==> config.mk <==
export PLATFORM = sky130hd
export DESIGN_NAME = nearest_center_assignment_cost
export DESIGN_NICKNAME = d
export VERILOG_FILES = /design/src/rtl/ncac_pkg.sv /design/src/rtl/ncac_mul.sv /design/src/rtl/ncac_acc.sv /design/src/rtl/nearest_center_assignment_cost.sv
export SDC_FILE = /design/constraint.sdc
export NUM_CORES = 2
export LEC_CHECK = 0
export BUFFER_PORTS_ARGS = -buffer_cell sky130_fd_sc_hd__buf_2
export CELL_PAD_IN_SITES_DETAIL_PLACEMENT = 0
export CELL_PAD_IN_SITES_GLOBAL_PLACEMENT = 1
export CORE_UTILIZATION = 30
export CTS_CLUSTER_DIAMETER = 120
export DETAILED_ROUTE_END_ITERATION = 8
export GPL_TIMING_DRIVEN = 0
export PLACE_DENSITY = 0.46
export SLEW_MARGIN = 20
export SYNTH_ARGS = -nofsm -noshare
export SYNTH_HDL_FRONTEND = slang
export SYNTH_SLANG_ARGS = --single-unit
==> constraint.sdc <==
create_clock -name i_clk -period 30.6 [get_ports i_clk]
set_clock_uncertainty 0.1 [all_clocks]
set_input_delay 1.53 -clock i_clk [delete_from_list [all_inputs] [get_ports i_clk]]
set_output_delay 1.53 -clock i_clk [all_outputs]
set_load 0.005 [all_outputs]
==> src/rtl/ncac_pkg.sv <==
// ----------------------------------------------------------------------------
// ncac_pkg
// Shared types and constants of the nearest-center assignment engine.
// ----------------------------------------------------------------------------
package ncac_pkg;

    // fixed field widths
    localparam int OP_W       = 2;
    localparam int COORD_W    = 16;
    localparam int WEIGHT_W   = 16;
    localparam int ACC_W      = 35;
    localparam int WDIST_W    = 51;
    localparam int COST_W     = 64;
    localparam int DIMS_W     = 4;
    localparam int CENTERS_W  = 5;
    localparam int CFG_IDX_W  = 2;
    localparam int CFG_DATA_W = 5;

    // item operations
    localparam logic [OP_W-1:0] OP_LOAD  = 2'd0;
    localparam logic [OP_W-1:0] OP_POINT = 2'd1;
    localparam logic [OP_W-1:0] OP_CLEAR = 2'd2;

    // configuration register indexes
    localparam logic [CFG_IDX_W-1:0] CFG_DIMS    = 2'd0;
    localparam logic [CFG_IDX_W-1:0] CFG_CENTERS = 2'd1;

    localparam logic [DIMS_W-1:0]    DIMS_RST    = 4'd8;
    localparam logic [CENTERS_W-1:0] CENTERS_RST = 5'd16;

    typedef enum logic [1:0] {
        ST_IDLE,
        ST_SWEEP,
        ST_WMUL,
        ST_WOUT
    } t_state;

    // sequencer to accumulator bank
    typedef struct packed {
        logic clear;
        logic issue;
    } t_acc_ctrl;

    // accumulator bank to sequencer
    typedef struct packed {
        logic s1_valid;
        logic busy;
    } t_acc_stat;

endpackage

==> src/rtl/ncac_mul.sv <==
// ----------------------------------------------------------------------------
// ncac_mul
// Shared unsigned multiplier with a registered product.
// ----------------------------------------------------------------------------
module ncac_mul
    import ncac_pkg::*;
#(
    parameter int A_W = 35,
    parameter int B_W = 16
) (
    input  logic               i_clk,
    input  logic               i_en,
    input  logic [A_W-1:0]     i_a,
    input  logic [B_W-1:0]     i_b,
    output logic [A_W+B_W-1:0] o_p
);

    localparam int P_W = A_W + B_W;

    logic [P_W-1:0] r_p;

    always_ff @(posedge i_clk) begin
        if (i_en) begin
            r_p <= P_W'(i_a) * P_W'(i_b);
        end
    end

    assign o_p = r_p;

endmodule

==> src/rtl/ncac_acc.sv <==
// ----------------------------------------------------------------------------
// ncac_acc
// Per-center squared distance accumulators: read, saturating add of the
// squared difference, write back, and running minimum over the sweep.
// ----------------------------------------------------------------------------
module ncac_acc
    import ncac_pkg::*;
#(
    parameter int MAX_CENTERS = 16,
    parameter int CIDX_W      = 4,
    parameter int PROD_W      = 51
) (
    input  logic              i_clk,
    input  logic              i_rst_n,
    input  t_acc_ctrl         i_ctrl,
    input  logic [CIDX_W-1:0] i_idx,
    input  logic [PROD_W-1:0] i_prod,
    output t_acc_stat         o_stat,
    output logic [CIDX_W-1:0] o_best_idx,
    output logic [ACC_W-1:0]  o_best_d
);

    logic [ACC_W-1:0]       r_mem [MAX_CENTERS];
    logic [MAX_CENTERS-1:0] r_vld;
    logic [ACC_W-1:0]       r_rd;
    logic                   r_s1_v;
    logic                   r_s1_ok;
    logic [CIDX_W-1:0]      r_s1_idx;
    logic                   r_s2_v;
    logic [CIDX_W-1:0]      r_s2_idx;
    logic [ACC_W-1:0]       r_s2_acc;
    logic [CIDX_W-1:0]      r_best_idx;
    logic [ACC_W-1:0]       r_best_d;
    logic [PROD_W:0]        w_sum;
    logic [ACC_W-1:0]       w_acc_new;
    logic                   w_better;

    // saturating add of the squared difference
    assign w_sum     = (PROD_W+1)'(r_s2_acc) + (PROD_W+1)'(i_prod);
    assign w_acc_new = (|w_sum[PROD_W:ACC_W]) ? {ACC_W{1'b1}} : w_sum[ACC_W-1:0];
    // sweep runs from center 0 upward, strict compare keeps the lowest index
    assign w_better  = (r_s2_idx == '0) || (w_acc_new < r_best_d);

    always_ff @(posedge i_clk) begin
        if (i_ctrl.issue) begin
            r_rd <= r_mem[i_idx];
        end
        if (r_s2_v) begin
            r_mem[r_s2_idx] <= w_acc_new;
        end
    end

    always_ff @(posedge i_clk) begin
        if (!i_rst_n) begin
            r_s1_v <= 1'b0;
            r_s2_v <= 1'b0;
            r_vld  <= '0;
        end else begin
            r_s1_v <= i_ctrl.issue;
            r_s2_v <= r_s1_v;
            // an entry that is not valid reads as zero
            if (i_ctrl.clear) begin
                r_vld <= '0;
            end else if (r_s2_v) begin
                r_vld[r_s2_idx] <= 1'b1;
            end
        end
    end

    always_ff @(posedge i_clk) begin
        r_s1_idx <= i_idx;
        r_s1_ok  <= r_vld[i_idx];
        r_s2_idx <= r_s1_idx;
        r_s2_acc <= r_s1_ok ? r_rd : '0;
        if (r_s2_v && w_better) begin
            r_best_idx <= r_s2_idx;
            r_best_d   <= w_acc_new;
        end
    end

    assign o_stat.s1_valid = r_s1_v;
    assign o_stat.busy     = r_s1_v | r_s2_v;
    assign o_best_idx      = r_best_idx;
    assign o_best_d        = r_best_d;

`ifndef SYNTHESIS
    a_clear_when_empty: assert property (@(posedge i_clk) disable iff (!i_rst_n)
        i_ctrl.clear |-> !r_s1_v && !r_s2_v)
        else $error("accumulators cleared with a sweep in flight");

    a_consecutive_idx: assert property (@(posedge i_clk) disable iff (!i_rst_n)
        r_s1_v && r_s2_v |-> r_s1_idx == CIDX_W'(r_s2_idx + 1'b1))
        else $error("accumulator sweep skipped a center");

    a_first_is_best: assert property (@(posedge i_clk) disable iff (!i_rst_n)
        r_s2_v && (r_s2_idx == '0) |=> r_best_idx == '0)
        else $error("running minimum not restarted at center zero");

    a_written_valid: assert property (@(posedge i_clk) disable iff (!i_rst_n)
        r_s2_v && !i_ctrl.clear |=> r_vld[$past(r_s2_idx)])
        else $error("written accumulator not marked valid");
`endif

endmodule

==> src/rtl/nearest_center_assignment_cost.sv <==
// ----------------------------------------------------------------------------
// nearest_center_assignment_cost
// K-means assignment engine: nearest center, weighted distance, total cost.
// ----------------------------------------------------------------------------
// Center coordinates are loaded one item at a time; a point arrives one
// coordinate per item. Each point coordinate sweeps all centers in use
// through one shared multiplier, one center per cycle, and the block stalls
// its input until the sweep has drained; the point's last coordinate adds
// the weight multiply and the cost update through the same multiplier.
// Clear and load items do not stall the input. A finished result sits in
// the output register while the next item is accepted; a new result waits
// for that register to empty.
module nearest_center_assignment_cost
    import ncac_pkg::*;
#(
    parameter int MAX_DIMS    = 8,
    parameter int MAX_CENTERS = 16,
    parameter int COORD_BITS  = 16
) (
    input  logic                                             i_clk,
    input  logic                                             i_rst_n,
    input  logic                                             i_cfg_valid,
    output logic                                             o_cfg_ready,
    input  logic [CFG_IDX_W-1:0]                             i_cfg_index,
    input  logic [CFG_DATA_W-1:0]                            i_cfg_data,
    input  logic                                             i_in_valid,
    output logic                                             o_in_stall,
    input  logic [OP_W-1:0]                                  i_op,
    input  logic [((MAX_CENTERS > 1) ? $clog2(MAX_CENTERS) : 1)-1:0] i_center_index,
    input  logic [((MAX_DIMS > 1) ? $clog2(MAX_DIMS) : 1)-1:0]       i_dim_index,
    input  logic signed [COORD_W-1:0]                        i_coord,
    input  logic [WEIGHT_W-1:0]                              i_weight,
    output logic                                             o_out_valid,
    input  logic                                             i_out_stall,
    output logic [((MAX_CENTERS > 1) ? $clog2(MAX_CENTERS) : 1)-1:0] o_nearest_index,
    output logic [ACC_W-1:0]                                 o_min_distance,
    output logic [WDIST_W-1:0]                               o_weighted_distance,
    output logic [COST_W-1:0]                                o_total_cost
);

    localparam int CIDX_W = (MAX_CENTERS > 1) ? $clog2(MAX_CENTERS) : 1;
    localparam int DIDX_W = (MAX_DIMS > 1) ? $clog2(MAX_DIMS) : 1;
    localparam int CNT_W  = $clog2(MAX_CENTERS + 1);
    localparam int DEPTH  = MAX_CENTERS * MAX_DIMS;
    localparam int ADDR_W = (DEPTH > 1) ? $clog2(DEPTH) : 1;
    localparam int EXT_W  = (COORD_BITS > COORD_W) ? COORD_BITS : COORD_W;
    localparam int MB_W   = (COORD_BITS > WEIGHT_W) ? COORD_BITS : WEIGHT_W;
    localparam int PROD_W = ACC_W + MB_W;

    t_state r_state;
    t_state n_state;

    logic [DIMS_W-1:0]           r_dims;
    logic [CENTERS_W-1:0]        r_centers;
    logic signed [COORD_BITS-1:0] r_store [DEPTH];
    logic signed [COORD_BITS-1:0] r_store_rd;
    logic signed [COORD_BITS-1:0] r_coord;
    logic [DIDX_W-1:0]           r_dim;
    logic [WEIGHT_W-1:0]         r_weight;
    logic                        r_last;
    logic [CNT_W-1:0]            r_nc;
    logic [CNT_W-1:0]            r_cnt;
    logic [COST_W-1:0]           r_cost;
    logic                        r_out_valid;
    logic [CIDX_W-1:0]           r_out_idx;
    logic [ACC_W-1:0]            r_out_min;
    logic [WDIST_W-1:0]          r_out_wd;
    logic [COST_W-1:0]           r_out_total;

    logic                        w_in_acc;
    logic                        w_dim_ok;
    logic                        w_point;
    logic                        w_load_we;
    logic                        w_issue;
    logic                        w_out_load;
    logic                        w_mul_en;
    logic [DIMS_W-1:0]           w_nd;
    logic [CNT_W-1:0]            w_nc;
    logic [EXT_W-1:0]            w_coord_ext;
    logic signed [COORD_BITS-1:0] w_coord;
    logic [ADDR_W-1:0]           w_wr_addr;
    logic [ADDR_W-1:0]           w_rd_addr;
    logic signed [COORD_BITS:0]  w_diff;
    logic [COORD_BITS:0]         w_neg;
    logic [COORD_BITS-1:0]       w_mag;
    logic [ACC_W-1:0]            w_mul_a;
    logic [MB_W-1:0]             w_mul_b;
    logic [PROD_W-1:0]           w_prod;
    logic [WDIST_W-1:0]          w_wd;
    logic [COST_W:0]             w_total_sum;
    logic [COST_W-1:0]           w_total_new;
    t_acc_ctrl                   w_acc_ctrl;
    t_acc_stat                   w_acc_stat;
    logic [CIDX_W-1:0]           w_best_idx;
    logic [ACC_W-1:0]            w_best_d;

    // effective register values
    always_comb begin
        if (r_dims == '0) begin
            w_nd = DIMS_W'(1);
        end else if (int'(r_dims) > MAX_DIMS) begin
            w_nd = DIMS_W'(MAX_DIMS);
        end else begin
            w_nd = r_dims;
        end
        if (r_centers == '0) begin
            w_nc = CNT_W'(1);
        end else if (int'(r_centers) > MAX_CENTERS) begin
            w_nc = CNT_W'(MAX_CENTERS);
        end else begin
            w_nc = CNT_W'(r_centers);
        end
    end

    // coordinate taken from the low COORD_BITS of the field
    assign w_coord_ext = EXT_W'($unsigned(i_coord));
    assign w_coord     = signed'(w_coord_ext[COORD_BITS-1:0]);

    assign o_in_stall = (r_state != ST_IDLE);
    assign w_in_acc   = i_in_valid && !o_in_stall;
    assign w_dim_ok   = int'(i_dim_index) < int'(w_nd);
    assign w_point    = w_in_acc && (i_op == OP_POINT) && w_dim_ok;
    assign w_load_we  = w_in_acc && (i_op == OP_LOAD)
                        && (int'(i_center_index) < MAX_CENTERS)
                        && (int'(i_dim_index) < MAX_DIMS);

    assign w_wr_addr = ADDR_W'(int'(i_center_index) * MAX_DIMS + int'(i_dim_index));
    assign w_rd_addr = ADDR_W'(int'(r_cnt[CIDX_W-1:0]) * MAX_DIMS + int'(r_dim));

    always_ff @(posedge i_clk) begin
        if (w_load_we) begin
            r_store[w_wr_addr] <= w_coord;
        end
        if (w_issue) begin
            r_store_rd <= r_store[w_rd_addr];
        end
    end

    // sequencer
    always_comb begin
        n_state    = r_state;
        w_issue    = 1'b0;
        w_out_load = 1'b0;
        unique case (r_state)
            ST_IDLE: begin
                if (w_point) begin
                    n_state = ST_SWEEP;
                end
            end
            ST_SWEEP: begin
                w_issue = (r_cnt < r_nc);
                // the last write back lands on the leaving edge
                if (!w_issue && !w_acc_stat.s1_valid) begin
                    n_state = r_last ? ST_WMUL : ST_IDLE;
                end
            end
            ST_WMUL: begin
                n_state = ST_WOUT;
            end
            ST_WOUT: begin
                if (!r_out_valid || !i_out_stall) begin
                    w_out_load = 1'b1;
                    n_state    = ST_IDLE;
                end
            end
            default: begin
                n_state = ST_IDLE;
            end
        endcase
    end

    assign w_acc_ctrl.clear = w_point && (i_dim_index == '0);
    assign w_acc_ctrl.issue = w_issue;

    // |coord - center| for the center read last cycle
    assign w_diff = (COORD_BITS+1)'(r_coord) - (COORD_BITS+1)'(r_store_rd);
    assign w_neg  = $unsigned(-w_diff);
    assign w_mag  = w_diff[COORD_BITS] ? w_neg[COORD_BITS-1:0] : w_diff[COORD_BITS-1:0];

    assign w_mul_en = w_acc_stat.s1_valid || (r_state == ST_WMUL);
    assign w_mul_a  = (r_state == ST_WMUL) ? w_best_d : ACC_W'(w_mag);
    assign w_mul_b  = (r_state == ST_WMUL) ? MB_W'(r_weight) : MB_W'(w_mag);

    ncac_mul #(
        .A_W (ACC_W),
        .B_W (MB_W)
    ) u_mul (
        .i_clk (i_clk),
        .i_en  (w_mul_en),
        .i_a   (w_mul_a),
        .i_b   (w_mul_b),
        .o_p   (w_prod)
    );

    ncac_acc #(
        .MAX_CENTERS (MAX_CENTERS),
        .CIDX_W      (CIDX_W),
        .PROD_W      (PROD_W)
    ) u_acc (
        .i_clk      (i_clk),
        .i_rst_n    (i_rst_n),
        .i_ctrl     (w_acc_ctrl),
        .i_idx      (r_cnt[CIDX_W-1:0]),
        .i_prod     (w_prod),
        .o_stat     (w_acc_stat),
        .o_best_idx (w_best_idx),
        .o_best_d   (w_best_d)
    );

    assign w_wd        = w_prod[WDIST_W-1:0];
    assign w_total_sum = (COST_W+1)'(r_cost) + (COST_W+1)'(w_wd);
    assign w_total_new = w_total_sum[COST_W] ? {COST_W{1'b1}} : w_total_sum[COST_W-1:0];

    always_ff @(posedge i_clk) begin
        if (!i_rst_n) begin
            r_state     <= ST_IDLE;
            r_dims      <= DIMS_RST;
            r_centers   <= CENTERS_RST;
            r_cost      <= '0;
            r_out_valid <= 1'b0;
            r_cnt       <= '0;
        end else begin
            r_state <= n_state;
            if (i_cfg_valid && o_cfg_ready) begin
                unique case (i_cfg_index)
                    CFG_DIMS:    r_dims    <= i_cfg_data[DIMS_W-1:0];
                    CFG_CENTERS: r_centers <= i_cfg_data[CENTERS_W-1:0];
                    default:     ;
                endcase
            end
            if (w_out_load) begin
                r_cost <= w_total_new;
            end else if (w_in_acc && (i_op == OP_CLEAR)) begin
                r_cost <= '0;
            end
            if (w_out_load) begin
                r_out_valid <= 1'b1;
            end else if (!i_out_stall) begin
                r_out_valid <= 1'b0;
            end
            if (w_point) begin
                r_cnt <= '0;
            end else if (w_issue) begin
                r_cnt <= r_cnt + 1'b1;
            end
        end
    end

    always_ff @(posedge i_clk) begin
        if (w_point) begin
            r_coord  <= w_coord;
            r_dim    <= i_dim_index;
            r_weight <= i_weight;
            r_last   <= int'(i_dim_index) == int'(w_nd) - 1;
            r_nc     <= w_nc;
        end
        if (w_out_load) begin
            r_out_idx   <= w_best_idx;
            r_out_min   <= w_best_d;
            r_out_wd    <= w_wd;
            r_out_total <= w_total_new;
        end
    end

    assign o_cfg_ready         = 1'b1;
    assign o_out_valid         = r_out_valid;
    assign o_nearest_index     = r_out_idx;
    assign o_min_distance      = r_out_min;
    assign o_weighted_distance = r_out_wd;
    assign o_total_cost        = r_out_total;

`ifndef SYNTHESIS
    a_sweep_complete: assert property (@(posedge i_clk) disable iff (!i_rst_n)
        (r_state == ST_SWEEP) && (n_state != ST_SWEEP) |-> r_cnt == r_nc)
        else $error("sweep left before all centers were visited");

    a_idle_drained: assert property (@(posedge i_clk) disable iff (!i_rst_n)
        (r_state == ST_IDLE) |-> !w_acc_stat.busy)
        else $error("accumulator pipeline busy while idle");

    a_cost_grows: assert property (@(posedge i_clk) disable iff (!i_rst_n)
        w_out_load |=> r_cost >= $past(r_cost))
        else $error("total cost decreased on a result");

    a_load_idle_only: assert property (@(posedge i_clk) disable iff (!i_rst_n)
        w_load_we |-> (r_state == ST_IDLE) && !w_acc_stat.busy)
        else $error("center store written during a sweep");
`endif

endmodule
# After elaboration in Yosys (flattened, before gate mapping)
# Memory sizes are Yosys's and may differ from the RTL's. A register that Yosys moved wholly into a read port is not among the register bits.
# Cells that the tools add are included.
# word_totals
mem_count	2
ff_bits	428
ramBits	2608
# memory_table
memory	words	width	read_ports	rd_clocked_by_memory_dff	wr	line	text
r_store	128	16	1	1	1	nearest_center_assignment_cost.sv:55	logic signed [COORD_BITS-1:0] r_store [DEPTH];
u_acc.r_mem	16	35	1	1	1	ncac_acc.sv:23	logic [ACC_W-1:0] r_mem [MAX_CENTERS];
# classes
n_bitwise	2
n_reduce_logical	33
mux	28
add_sub_neg	8
mul	1
n_eq_ne	11
order_cmp	8
# ops
operator	count
two-way mux 64 bit	3
two-way mux 35 bit	2
adder 64 x 51 -> 65 bit	1
adder 35 x 51 -> 52 bit	1
multiplier 35 x 16 -> 51 bit	1
less-than comparator 35 bit	1
two-way mux 16 bit	2
OR reduction 17 bit	1
subtractor 16 x 16 -> 17 bit	1
negator 16 bit	1
OR 16 bit	1
adder 7 x 3 -> 7 bit	2
two-way mux 1 bit	11
less-than comparator 4 x 5 -> 1 bit (second input constant)	2
logical AND 1 bit	9
logical NOT 4 bit	2
two-way mux 2 bit	4
two-way mux 4 bit	2
case mux 2 bit (4 select lines)	1
== test 2 x 1 -> 1 bit (second input constant)	3
== test 2 bit (second input constant)	3
logical NOT 2 bit	3
inequality test 2 bit (second input constant)	3
OR reduction 2 bit	3
other kinds (20)	28

# Logic depth before layout (Yosys ltp)
# depth
ltp_word	7
mapped_depth	36
depth_no_buf	35

# Hierarchy
# A second synthesis with hierarchy kept.
# unflattened
hier_cells	8152
hier_area_um2	141160.4
# by_module_without_submodules
module	cells_per_inst	n_inst	seq_area_each_um2	area_each_um2
nearest_center_assignment_cost	4486	1	69456.6	93126.8
ncac_acc	1574	1	20279.4	28836.4
ncac_mul	2092	1	1531.5	19197.2

# Worst setup path before layout
# OpenSTA, ideal clock, no wires.
# synth_path
kind	input-to-reg
from	in i_out_stall
to	reg r_cost[53]
stages	4
arrival_ps	11009
path_slack_ps	19426
path_buffers	0
required_time_ps	30435
cell_sequence	a21oi_1 nand2_1 or4_1 nand4_1
# synth_via
elab_chain_cells	5
# synth_lines
item	line	text
start, declared	nearest_center_assignment_cost.sv:34	input logic i_out_stall,
logical NOT 1 bit (*)	n/a	
logical OR 1 bit (*)	nearest_center_assignment_cost.sv:161	if (!r_out_valid || !i_out_stall) begin
two-way mux 1 bit (*)	nearest_center_assignment_cost.sv:161	
two-way mux 1 bit (*)	nearest_center_assignment_cost.sv:144	unique case (r_state)
two-way mux 64 bit or nonzero test 2 bit (tied branches)	n/a	
end signal, assigned	nearest_center_assignment_cost.sv:232	r_cost <= w_total_new;
end, declared	nearest_center_assignment_cost.sv:63	logic [COST_W-1:0] r_cost;
# Mark *: on every way between the ends. The rest lies on a longest branch, timed or not.
# A chain may end at the register's enable or synchronous reset.

# Worst setup path in the final report
# layout_path
from	reg r_coord[4]
to	reg u_mul.r_p[26], in the netlist u_mul.o_p[26] (data pin)
# layout_via
elab_chain_cells	5
# layout_lines
item	line	text
start, declared	nearest_center_assignment_cost.sv:57	logic signed [COORD_BITS-1:0] r_coord;
start signal, assigned	nearest_center_assignment_cost.sv:251	r_coord <= w_coord;
subtractor 16 x 16 -> 17 bit (*)	nearest_center_assignment_cost.sv:176	assign w_diff = (COORD_BITS+1)'(r_coord) - (COORD_BITS+1)'(r_store_rd);
negator 16 bit	nearest_center_assignment_cost.sv:177	assign w_neg = $unsigned(-w_diff);
two-way mux 16 bit (*)	nearest_center_assignment_cost.sv:178	assign w_mag = w_diff[COORD_BITS] ? w_neg[COORD_BITS-1:0] : w_diff[COORD_BITS-1:0];
two-way mux 35 bit or two-way mux 16 bit (tied branches)	nearest_center_assignment_cost.sv:181, nearest_center_assignment_cost.sv:182	
multiplier 35 x 16 -> 51 bit (*)	ncac_mul.sv:24	r_p <= P_W'(i_a) * P_W'(i_b);
end signal, assigned	ncac_mul.sv:24	
end, declared	ncac_mul.sv:20	logic [P_W-1:0] r_p;
# Marked as above.

==> flow_results.org <==
** Timing
- Final number of setup-violating endpoints :: 0
- Final count of hold timing violations :: 0
- Count of final max-slew check failures :: 0
- Across all setup checks in the final design, the least slack found is 18.71 ns.
- After layout, the worst path uses 38.87% of the clock period.
- In the final timing run, aggregate negative setup slack is 0 ns.
- The worst path in the final design needs a cycle of 11.89 ns, including I/O delays and setup.
- The tightest hold path in the finished design has a slack of 0.2249 ns.
- In this run the tightest slew margin relative to its limit is 22.46%.
- Based on the critical path, the design can be clocked at up to 84.08 MHz.
- Setup repair after global routing left no endpoint under its margin.
- For the pin with the worst max-slew slack, the measured transition is 1.160 ns.

** Final layout
- Compared with the post-synthesis result, the final layout area differs by 17.07%.
- Total area of multi-input combinational cells :: 45990 um^2
- Final Instance Count excl. Fillers :: 15260
- Final Net Count :: 9571
- In the final layout, the share of cells above drive strength 1 is 23.00%.
- The library cell used most frequently in the layout, excluding fill and tap cells, is sky130_fd_sc_hd__edfxtp_1.
- Summing all flip-flop and latch instances after layout gives 91270 um^2.
- Fill count :: 44028
- Commonest cells after routing, fill and taps aside :: 2944 x sky130_fd_sc_hd__edfxtp_1, 850 x sky130_fd_sc_hd__mux4_2, 639 x sky130_fd_sc_hd__inv_1

** Setup path
- Launching point of the worst reg2reg path :: r_coord[4]$_DFFE_PP_
- Reg2reg path depth :: 34
- Worst setup endpoint :: u_mul.o_p[26]$_DFFE_PP_
- In this run the critical register-to-register path is captured at u_mul.o_p[26]$_DFFE_PP_.
- Buffers plus inverters on the worst setup path :: 7
- For this run, the slowest stage of the critical path takes 0.73 ns.
- Highest-delay cell along the critical path :: sky130_fd_sc_hd__clkbuf_1
- Cell type group with the largest total delay on the critical path :: adder cells
- Counting buffers and inverters, the worst setup path is 34 cells deep.
- In this run the worst path has a maximum fanout of 10.
- Critical Path AT :: 12.43 ns
- Setup slack on the worst reg-to-reg path comes out at 18.71 ns.
- Endpoint required time on the critical path :: 31.14 ns
- The worst setup path is of the flop to flop kind.
- STA classifies the critical path startpoint as a flop.
- STA classifies the critical path endpoint as a flop.
- Launching instance or port of the critical path :: r_coord[4]$_DFFE_PP_

** Clock tree
- Max Buffers Root-to-Sink :: 4
- Hold repair after CTS inserted 0 buffers.
- Buffers added to address setup during post-CTS repair amount to 0.
- CTS sink count :: 3087
- H-tree level count :: 5
- PostCTS Resize Cnt :: 0
- Clock tree synthesis inserted a total of 349 buffers.
- Clk_lat worst skew :: 0.95 ns
- In this run the clock root is driven by a sky130_fd_sc_hd__clkbuf_16.
- TritonCTS built the clock tree.
- Clock-pin transition on the worst setup and hold timing paths :: 0.06 ns

** Power
- VDD sags by at most 730.7 uV.
- In this run the power density over the cells is 121.1 nW/um^2.
- For this design the static power due to leakage is 54.87 nW.

** Global routing
- Global-route wire length before repair :: 654.7 mm
- Maximum number of pins on one net before global-route repair :: 89
- The initial antenna violation count was 67.
- The via count of the first global-routing pass came to 80492.
- All-layer global routing usage :: 19.87%
- After global routing the overflow that remains totals 0.

** Placement
- Including well taps, the total number of placed cells is 14607.
- Detailed placement finished with a half-perimeter wire length of 347.9 mm.
- At the placement stage, the worst setup path has a slack of 18.78 ns.
- During placement, the flow inserted port buffers numbering 208.
- Weighted congestion reported at the end of routability-driven placement :: 0.8296

** Yosys
- Counting every instance in the synthesized netlist gives 8033.
- A synthesized cell averages 17.47 um^2.
- Counting every net in the synthesized netlist gives 8820.
- Number of storage elements in the synthesis netlist :: 3087
- In the synthesized netlist the async set-or-reset flop fraction comes to 0%.
- Yosys mapped a number of flops with a built-in enable equal to 2944.
- Distinct cells, synth :: 96
- Total of warnings raised by yosys :: 0
- Summing the sequential cell areas from Yosys gives 65.03% of the chip area.
- Post-synth design cell area :: 140300 um^2
- Top flip-flop cell by instance count after synthesis :: sky130_fd_sc_hd__edfxtp_1

** Floorplan
- In this run the core area contains 250 standard-cell rows.
- Pin placement for this block handled 210 I/O pins.
- The die covers 470600 um^2.
- Once the floorplan was initialized, standard cells occupied 30.19% of the core.
- Area inside the core boundary :: 464800 um^2
- Die extent in x :: 686.0 um
- Die height :: 686.0 um

** Route
- Wirelength per Cell :: 30.93 um
- Once detail routing completed, the nets flagged for antenna violations numbered 0.
- Total detailed-routing wirelength :: 472.1 mm
- The detailed router placed 76152 vias in this run.
- Dividing the detail-routed via count by the number of cells gives 4.990.
- Number of optimization iterations in the first detailed-route pass :: 8
- Initial DRC count :: 6153
- For this run, design rule violations remaining after detail routing come to 0.

** Worst hold path
- The min-delay analysis places its worst path in the category flop to flop.

** Run status
- The run finished with clean final reports.

** Job
- Across the run, the number of max-cap violations was 0.
-- flip-flops by register name, indices dropped and copies added (netlist names), 35 cells and up, named ones only --
register / cells
u_acc.o_best_d: 35
r_cost: 64
u_acc.r_s2_acc: 35
u_acc.r_rd: 35
o_weighted_distance: 51
o_min_distance: 35
u_mul.o_p: 51
r_store: 2048
o_total_cost: 64
u_acc.r_mem: 560
-- through the flow --
stage | instance area [um^2] | total power, mW | utilization [%]
2_1_floorplan | 140300 | 11.78 | -
3_3_place_gp | 149100 | 16.15 | 32.08
3_5_place_dp | 153000 | 16.10 | 32.92
4_1_cts | 164200 | 20.31 | 35.32
5_1_grt | 164300 | 21.26 | 35.34
6_report | 164300 | 19.89 | 35.35
-- cell type report --
type / count / share of cell area, %
Buffer: 367 / 0.9603
Sequential cell: 3087 / 55.55
Clock inverter: 187 / 1.174
Timing Repair Buffer: 400 / 2.506
Tap cell: 6174 / 4.702
Multi-Input combinational cell: 3940 / 27.99
Clock buffer: 447 / 5.626
Antenna cell: 19 / 0.02894
Inverter: 639 / 1.460
-- cells by family after synthesis --
family          Yosys count  share of synthesized area [%]
compound gates          727                          3.567
xor+xnor                145                         0.9102
fa+ha+maj               734                          9.020
buf+inv                1006                          2.751
flops                  3087                          65.03
mux                     904                          14.05
other cells               1                       0.002672
simple gates           1429                          4.666
-- Yosys cell counts (9+ instances only) --
cell                       count  area, um^2
sky130_fd_sc_hd__o21ai_0     111       555.5
sky130_fd_sc_hd__buf_2        25       125.1
sky130_fd_sc_hd__nand2b_1     28       175.2
sky130_fd_sc_hd__nor2_1      355        1333
sky130_fd_sc_hd__nand2_1     571        2143
sky130_fd_sc_hd__and2_1       80       500.5
sky130_fd_sc_hd__a211oi_1     26       195.2
sky130_fd_sc_hd__mux4_2      850       19140
sky130_fd_sc_hd__edfxtp_1   2944       88400
sky130_fd_sc_hd__nor3_1       45       225.2
sky130_fd_sc_hd__inv_1       639        2399
sky130_fd_sc_hd__mux2_2       25       281.5
sky130_fd_sc_hd__xor2_1       56       490.5
sky130_fd_sc_hd__o21a_1       45       337.8
sky130_fd_sc_hd__ha_1        271        3391
sky130_fd_sc_hd__clkbuf_1    252       945.9
sky130_fd_sc_hd__mux2i_1      27       270.3
sky130_fd_sc_hd__a31oi_1      18       112.6
sky130_fd_sc_hd__fa_1        463        9269
sky130_fd_sc_hd__a211o_1      11       96.34
sky130_fd_sc_hd__nand3b_1      9       67.56
sky130_fd_sc_hd__nand4_1      38       237.7
sky130_fd_sc_hd__a21boi_0     10       75.07
sky130_fd_sc_hd__and3_1       99       619.3
sky130_fd_sc_hd__dfxtp_1     143        2863
sky130_fd_sc_hd__nor2b_1      34       212.7
sky130_fd_sc_hd__nor4_1       14       87.58
sky130_fd_sc_hd__buf_1        80       300.3
sky130_fd_sc_hd__o211ai_1     21       157.7
sky130_fd_sc_hd__nand3_1      94       470.5
sky130_fd_sc_hd__or3_1        16       100.1
sky130_fd_sc_hd__o21bai_1     35       262.8
sky130_fd_sc_hd__o31ai_1      15       112.6
sky130_fd_sc_hd__a22o_1       49       429.2
sky130_fd_sc_hd__a21o_1       98       735.7
sky130_fd_sc_hd__xnor2_1      88       770.7
sky130_fd_sc_hd__a21oi_1     182       910.9
-- worst min-delay path by stage --
| stage | start | endpoint | slack, ns | cells after the start |
|---|---|---|---|---|
| after floorplan | u_acc.r_s1_idx[0]$_DFF_P_ | u_acc.r_s2_idx[0]$_DFF_P_ | 0.21 | 0 |
| after global placement | u_acc.r_s1_idx[3]$_DFF_P_ | u_acc.r_s2_idx[3]$_DFF_P_ | 0.22 | 0 |
| after detailed placement | u_acc.r_s1_idx[1]$_DFF_P_ | u_acc.r_s2_idx[1]$_DFF_P_ | 0.21 | 0 |
| after CTS | u_acc.r_s1_idx[1]$_DFF_P_ | u_acc.r_s2_idx[1]$_DFF_P_ | 0.23 | 0 |
| after global routing | u_acc.r_s1_idx[0]$_DFF_P_ | u_acc.r_s2_idx[0]$_DFF_P_ | 0.24 | 0 |
| final | u_acc.r_s1_idx[1]$_DFF_P_ | u_acc.r_s2_idx[1]$_DFF_P_ | 0.22 | 0 |
-- power breakdown --
| part | internal (mW) | switching [mW] | total (mW) |
|---|---|---|---|
| registers | 5.09 | 0.111 | 5.20 |
| clock network | 2.35 | 1.77 | 4.13 |
| logic | 3.79 | 6.77 | 10.6 |
| total | 11.2 | 8.65 | 19.9 |
-- metal layers --
layer	global-route usage (%)	part of all wire, %
met5	0	0.016
met4	5.406	3.0
met3	2.350	4.1
met2	35.08	51
met1	25.81	42
Power figures use the tool's default switching activity.
